`src/rtl/hsfd_pkg.sv`:
```
package hsfd_pkg;

	localparam int BYTE_W = 8;
	localparam int WORD_W = 16;
	localparam int TEMP_W = 15;
	localparam int HUM_W = 14;
	localparam int POS_W = 3;

	localparam logic [BYTE_W-1:0] CRC_POLY = 8'h31;
	localparam logic [BYTE_W-1:0] CRC_INIT = 8'hFF;

	localparam int TEMP_SCALE = 4375;
	localparam int TEMP_SHIFT = 14;
	localparam int TEMP_OFFSET = 4500;
	localparam int HUM_SCALE = 625;
	localparam int HUM_SHIFT = 12;

	localparam int TEMP_PROD_W = WORD_W + 13;
	localparam int HUM_PROD_W = WORD_W + 10;

	localparam logic [POS_W-1:0] POS_TEMP_MSB = 3'd0;
	localparam logic [POS_W-1:0] POS_TEMP_LSB = 3'd1;
	localparam logic [POS_W-1:0] POS_TEMP_CRC = 3'd2;
	localparam logic [POS_W-1:0] POS_HUM_MSB = 3'd3;
	localparam logic [POS_W-1:0] POS_HUM_LSB = 3'd4;
	localparam logic [POS_W-1:0] POS_HUM_CRC = 3'd5;

	typedef struct packed {
		logic hum_crc_bad;
		logic temp_crc_bad;
		logic [HUM_W-1:0] hum_centi;
		logic signed [TEMP_W-1:0] temp_centi;
	} result_t;

	function automatic logic [BYTE_W-1:0] crc8_step(input logic [BYTE_W-1:0] crc,
			input logic [BYTE_W-1:0] data);
		logic [BYTE_W-1:0] c;
		c = crc ^ data;
		for (int i = 0; i < BYTE_W; i++) begin
			if (c[BYTE_W-1]) begin
				c = {c[BYTE_W-2:0], 1'b0} ^ CRC_POLY;
			end else begin
				c = {c[BYTE_W-2:0], 1'b0};
			end
		end
		return c;
	endfunction

	function automatic logic signed [TEMP_W-1:0] temp_convert(input logic [WORD_W-1:0] raw);
		logic [TEMP_PROD_W-1:0] prod;
		logic [TEMP_W-1:0] scaled;
		prod = TEMP_PROD_W'(raw) * TEMP_PROD_W'(TEMP_SCALE);
		scaled = TEMP_W'(prod >> TEMP_SHIFT);
		return $signed(scaled - TEMP_W'(TEMP_OFFSET));
	endfunction

	function automatic logic [HUM_W-1:0] hum_convert(input logic [WORD_W-1:0] raw);
		logic [HUM_PROD_W-1:0] prod;
		prod = HUM_PROD_W'(raw) * HUM_PROD_W'(HUM_SCALE);
		return HUM_W'(prod >> HUM_SHIFT);
	endfunction

endpackage

```
`src/rtl/hsfd_frame.sv`:
```
module hsfd_frame (
	input logic clk,
	input logic arst_n,
	input logic in_valid,
	output logic in_ready,
	input logic [hsfd_pkg::BYTE_W-1:0] in_byte,
	input logic in_start,
	output logic res_valid,
	input logic res_ready,
	output hsfd_pkg::result_t res
);
	import hsfd_pkg::*;

	logic valid_s1;
	logic [BYTE_W-1:0] byte_s1;
	logic start_s1;

	logic [POS_W-1:0] pos_q;
	logic [BYTE_W-1:0] crc_q;
	logic [BYTE_W-1:0] high_q;
	logic temp_bad_q;
	logic signed [TEMP_W-1:0] temp_conv_q;
	logic [HUM_W-1:0] hum_conv_q;
	logic signed [TEMP_W-1:0] good_temp_q;
	logic [HUM_W-1:0] good_hum_q;

	logic [POS_W-1:0] pos_eff;
	logic advance;
	logic [BYTE_W-1:0] crc_base;
	logic [BYTE_W-1:0] crc_next;
	logic [WORD_W-1:0] word;
	logic hum_bad;
	logic both_good;

	always_comb begin
		if (start_s1 || pos_q > POS_HUM_CRC) begin
			pos_eff = POS_TEMP_MSB;
		end else begin
			pos_eff = pos_q;
		end
	end

	assign res_valid = valid_s1 && (pos_eff == POS_HUM_CRC);
	assign advance = valid_s1 && (!res_valid || res_ready);
	assign in_ready = !valid_s1 || advance;

	assign crc_base = (pos_eff == POS_TEMP_MSB || pos_eff == POS_HUM_MSB) ? CRC_INIT : crc_q;
	assign crc_next = crc8_step(crc_base, byte_s1);
	assign word = {high_q, byte_s1};
	assign hum_bad = (byte_s1 != crc_q);
	assign both_good = !temp_bad_q && !hum_bad;

	assign res.temp_centi = both_good ? temp_conv_q : good_temp_q;
	assign res.hum_centi = both_good ? hum_conv_q : good_hum_q;
	assign res.temp_crc_bad = temp_bad_q;
	assign res.hum_crc_bad = hum_bad;

	always_ff @(posedge clk or negedge arst_n) begin
		if (!arst_n) begin
			valid_s1 <= 1'b0;
		end else if (in_ready) begin
			valid_s1 <= in_valid;
		end
	end

	always_ff @(posedge clk) begin
		if (in_ready && in_valid) begin
			byte_s1 <= in_byte;
			start_s1 <= in_start;
		end
	end

	always_ff @(posedge clk or negedge arst_n) begin
		if (!arst_n) begin
			pos_q <= POS_TEMP_MSB;
			crc_q <= CRC_INIT;
			high_q <= '0;
			temp_bad_q <= 1'b0;
			temp_conv_q <= temp_convert('0);
			hum_conv_q <= hum_convert('0);
			good_temp_q <= '0;
			good_hum_q <= '0;
		end else if (advance) begin
			unique case (pos_eff)
				POS_TEMP_MSB, POS_HUM_MSB: begin
					crc_q <= crc_next;
					high_q <= byte_s1;
					pos_q <= pos_eff + POS_W'(1);
				end
				POS_TEMP_LSB: begin
					crc_q <= crc_next;
					temp_conv_q <= temp_convert(word);
					pos_q <= POS_TEMP_CRC;
				end
				POS_TEMP_CRC: begin
					temp_bad_q <= (byte_s1 != crc_q);
					crc_q <= CRC_INIT;
					pos_q <= POS_HUM_MSB;
				end
				POS_HUM_LSB: begin
					crc_q <= crc_next;
					hum_conv_q <= hum_convert(word);
					pos_q <= POS_HUM_CRC;
				end
				default: begin
					if (both_good) begin
						good_temp_q <= temp_conv_q;
						good_hum_q <= hum_conv_q;
					end
					crc_q <= CRC_INIT;
					pos_q <= POS_TEMP_MSB;
				end
			endcase
		end
	end

	a_pos_range: assert property (@(posedge clk) disable iff (!arst_n)
		pos_q <= POS_HUM_CRC)
		else $error("Byte position left the reply.");

	a_result_wraps: assert property (@(posedge clk) disable iff (!arst_n)
		(advance && res_valid) |=> (pos_q == POS_TEMP_MSB && crc_q == CRC_INIT))
		else $error("Reply end did not restart the position and CRC.");

	a_good_kept: assert property (@(posedge clk) disable iff (!arst_n)
		(advance && res_valid && !both_good) |=> $stable(good_temp_q) && $stable(good_hum_q))
		else $error("Stored values changed on a bad reply.");

endmodule

```
`src/rtl/hsfd_out.sv`:
```
module hsfd_out (
	input logic clk,
	input logic arst_n,
	input logic res_valid,
	output logic res_ready,
	input hsfd_pkg::result_t res,
	output logic out_valid,
	input logic out_ready,
	output hsfd_pkg::result_t out_res
);
	import hsfd_pkg::*;

	logic valid_q;
	result_t res_q;

	assign res_ready = !valid_q || out_ready;
	assign out_valid = valid_q;
	assign out_res = res_q;

	always_ff @(posedge clk or negedge arst_n) begin
		if (!arst_n) begin
			valid_q <= 1'b0;
		end else if (res_ready) begin
			valid_q <= res_valid;
		end
	end

	always_ff @(posedge clk) begin
		if (res_ready && res_valid) begin
			res_q <= res;
		end
	end

endmodule

```
`src/rtl/humidity_sensor_frame_decoder_core.sv`:
```
// Decodes the six-byte measurement reply of a temperature/humidity sensor, one byte per
// request on the slave side, and checks the CRC-8 (polynomial 0x31, init 0xFF) of each word.
// A new byte can be taken in every cycle unless the output register stalls the sixth byte; the
// CRC step and the scale multiply run between the input register and the state registers. The
// result is formed from the sixth byte in the input register and then waits in an output register.
// A set frame_start flag in tuser restarts the reply at that byte. Values not confirmed by both CRCs
// leave the last good temperature and humidity unchanged, and the error flags report why.
module humidity_sensor_frame_decoder_core (
	input logic clk,
	input logic arst_n,
	input logic s_tvalid,
	output logic s_tready,
	input logic [7:0] s_tdata, // rx_byte
	input logic [0:0] s_tuser, // frame_start
	output logic m_tvalid,
	input logic m_tready,
	output logic [31:0] m_tdata // temp_centi, hum_centi, temp_crc_bad, hum_crc_bad, zero pad
);
	import hsfd_pkg::*;

	logic res_valid;
	logic res_ready;
	result_t res;
	result_t out_res;

	hsfd_frame u_frame (
		.clk(clk),
		.arst_n(arst_n),
		.in_valid(s_tvalid),
		.in_ready(s_tready),
		.in_byte(s_tdata),
		.in_start(s_tuser[0]),
		.res_valid(res_valid),
		.res_ready(res_ready),
		.res(res)
	);

	hsfd_out u_out (
		.clk(clk),
		.arst_n(arst_n),
		.res_valid(res_valid),
		.res_ready(res_ready),
		.res(res),
		.out_valid(m_tvalid),
		.out_ready(m_tready),
		.out_res(out_res)
	);

	assign m_tdata = {1'b0, out_res};

endmodule
```
`config.mk`:
```
export PLATFORM = sky130hd
export DESIGN_NAME = humidity_sensor_frame_decoder_core
export DESIGN_NICKNAME = d
export VERILOG_FILES = /design/src/rtl/hsfd_pkg.sv /design/src/rtl/hsfd_frame.sv /design/src/rtl/hsfd_out.sv /design/src/rtl/humidity_sensor_frame_decoder_core.sv
export SDC_FILE = /design/constraint.sdc
export NUM_CORES = 1
export LEC_CHECK = 0
export ABC_AREA = 1
export BUFFER_PORTS_ARGS = -buffer_cell sky130_fd_sc_hd__buf_2
export CORE_AREA = 2 2 217 219
export CTS_CLUSTER_DIAMETER = 150
export DETAILED_ROUTE_END_ITERATION = 8
export DIE_AREA = 0 0 219 221
export PLACE_DENSITY = 0.38
export SKIP_LAST_GASP = 1
export SYNTH_ARGS = -nofsm -noshare
export SYNTH_HDL_FRONTEND = slang
export SYNTH_SLANG_ARGS = --single-unit
```
`constraint.sdc`:
```
create_clock -name clk -period 8.05 [get_ports clk]
set_input_delay 1.2075 -clock clk [delete_from_list [all_inputs] [get_ports clk]]
set_output_delay 1.2075 -clock clk [all_outputs]
set_load 0.005 [all_outputs]
```
==> results by group <==
Yosys
  • Synth area leaders: ha_1 18%, dfrtp_1 14%, fa_1 14%
  • Ys async rst share: 66.7%
  • Leading area contributor after synthesis: ha_1
  • Syn avg cell area: ~8.5 µm²
  • Register bit total from synthesis: 120
  • YS warnings: 0
  • Synth top area share: between 10% and 20%
  • Synth cell types: between 50 and 60
  • EDFF count, synth: 40
  • Synth top cells by count: 293 x nand2_1, 290 x inv_1, 168 x ha_1
  • Seq/Total Area, Yosys: between 20 and 30%
  • Main synth FF type: dfrtp_1
  • Syn Nets: between 1500 and 2000
  • Count leader, synth: nand2_1
  • Mapped Cells: ~1300
  • Mapped Area: 11400 µm²

Drt
  • TritonRoute pass-1 iters: 5
  • Drt wl/cell: around 14 µm
  • DRT antenna net count: 0
  • Overall routed net length: ~28000 µm
  • Vias per cell: 4.20
  • Residual DRC: 0
  • Via count: roughly 8400
  • DR iter-0 viols: ~430

Global routing
  • Grt ovf: 0
  • Number of global-route vias before repair: ~8600
  • Largest net degree at the start of global routing: 62
  • First-pass GRT wire length: 47000 µm
  • Initial antenna violation count: 0
  • GRT Util Overall: around 13%

Layout
  • Fill cell count: 5051
  • Post-Layout Inst Area: between 10000 and 15000 µm²
  • Fin nets: 1643
  • Area grow syn2layout: 13.6%
  • Layout cells sized above 1: 10.2%

Floorplanning
  • Initial core utilization: between 20 and 25%
  • # IOs: 47
  • Core area: 46100 µm²
  • Die extent in y: around 220 µm
  • Die area: between 40000 and 50000 µm²
  • Chip width: around 220 µm
  • Row cnt: 79

Placement
  • Routability cong.: about 0.83
  • PortBufs: 45
  • Placed inst area: between 10000 and 15000 µm²
  • Final HPWL DP: between 20000 and 25000 µm

Clocking
  • Post-cts sizing count: 0
  • Total clock sinks: 120
  • H-tree depth: 4
  • Worst-path clk slew: roughly 0.06 ns
  • Inserted Clock Buffers: 17
  • Clock Path Buffers: 2
  • Clock Latency Late Sink: roughly 0.47 ns
  • Setup bufs post-CTS: 0
  • Root buffer cell: clkbuf_16
  • Clock tree from TritonCTS: done
  • Cts-stage hold buffer count: 0

Timing
  • Rel. slew slack: around 36%
  • Final Max Tran Viols: 0
  • Endpoints failing setup: 0
  • Part of the cycle the worst path needs: around two thirds
  • Worst-Margin Slew: 0.958 ns
  • Post-route setup TNS: 0 ns
  • RSZ-0062 raised after global routing: false
  • Max Clock Freq: between 150 and 200 MHz
  • Tmin final: about 5.4 ns
  • Hold_ws: ~0.47 ns
  • Clk_skew: 0.0115 ns
  • Final hold violations: 0

Worst hold path
  • Min-delay worst type: flip-flop to flip-flop

Critical path
  • Startpoint type of the worst setup path: flip-flop
  • Most used cell, CP: nand2_1
  • Crit path DAT: about 5.8 ns
  • CP max stage delay: just under 0.6 ns
  • Kind of critical path: flip-flop to flip-flop
  • Worst endpoint required time: ~8.5 ns
  • Slowest library cell on the worst path: dfrtp_1
  • Critical path endpoint category: flip-flop
  • CP Max Fanout: 9

Run
  • Max-Cap Viols: 0

Outcome
  • Outcome: complete, no violations
==> layout by cell type (no fill, tap or decap), types with 19 or more instances in the layout <==
cell | Yosys | routed
nand2_1 | 293 | 293
inv_1 | 290 | 290
ha_1 | 168 | 168
o21ai_0 | 81 | 81
fa_1 | 77 | 77
dfrtp_1 | 63 | 63
nor2_1 | 56 | 55
a21oi_1 | 54 | 54
buf_2 | 7 | 44
edfxtp_1 | 40 | 40
nand3_1 | 34 | 34
o21ai_2 | 22 | 22
xnor2_1 | 19 | 19
==> kinds of logic (layout without fill, tap and decap cells) <==
kind of cell | after synthesis | count (layout) | share of synthesized area (%)
AO/OA/AOI/OAI | 190 | 190 | 9.70
XOR/XNOR | 39 | 39 | 3.14
adder cells (fa/ha/maj) | 245 | 245 | 32.1
buffers and inverters | 314 | 375 | 10.9
flip-flops | 120 | 120 | 28.4
multiplexers | 1 | 1 | 0.0991
other | 1 | 2 | 0.0330
AND/OR/NAND/NOR | 427 | 427 | 15.7
==> critical path: cells and delay by family, from the launching register on <==
| family | cells | cell delay, ns |
|---|---|---|
| buffers and inverters | 8 | 0.45 |
| AO/OA/AOI/OAI | 1 | 0.21 |
| flip-flops | 1 | 0.58 |
| AND/OR/NAND/NOR | 15 | 1.28 |
| adder cells (fa/ha/maj) | 7 | 2.76 |
==> per-stage QoR <==
stage,instances,util [%],setup WS (ns)
after CTS,2005,28.0,2.65
final,2006,28.0,2.67
after global placement,1973,26.6,2.67
after global routing,2005,28.0,2.22
after floorplan,1337,-,3.38
after detailed placement,1973,26.6,2.67
==> layer usage <==
layer  track usage [%]  share of wire, %
met4              3.92               1.3
met1              18.2                52
met3              2.64               3.6
met5                 0                 0
met2              18.8                43
==> state kept, by name, summed over array words and instances (netlist names) <==
register	count
u_frame.start_s1	1
u_frame.valid_s1	1
u_frame.crc_q	8
u_out.out_valid	1
u_frame.high_q	8
u_out.out_res	31
u_frame.pos_q	3
u_frame.temp_bad_q	1
u_frame.hum_conv_q	14
u_frame.good_temp_q	15
u_frame.byte_s1	8
u_frame.good_hum_q	14
u_frame.temp_conv_q	15
==> area by class of cell <==
cell class | count | area (µm²) | area share (%)
flip-flops and latches | 120 | 3220 | 25.0
diodes | 1 | 2.50 | 0.0194
clock inverters | 11 | 193 | 1.49
clock buffers | 21 | 450 | 3.49
well taps | 607 | 759 | 5.88
repair buffers | 49 | 258 | 2.00
inverters | 294 | 1110 | 8.57
multi-input cells | 903 | 6920 | 53.6
==> path summary, 6_finish.rpt <==
path / start / end / slack (ns) / depth (start not counted)
worst max-delay path: u_frame.high_q[4] / u_frame.temp_conv_q[14] / 2.67 / 31
worst min-delay path: u_frame.temp_conv_q[13] / u_frame.temp_conv_q[13] / 0.47 / 2
worst max register to register: u_frame.high_q[4] / u_frame.temp_conv_q[14] / 2.67 / 31
worst min register to register: u_frame.temp_conv_q[13] / u_frame.temp_conv_q[13] / 0.47 / 2
max in group asynchronous: arst_n / u_frame.good_temp_q[11] / 6.27 / 2
min in group asynchronous: arst_n / u_out.out_valid / 0.62 / 1
Power is not shown: default switching activity piles up to over one toggle a cycle in this logic, so the estimate is an artifact.
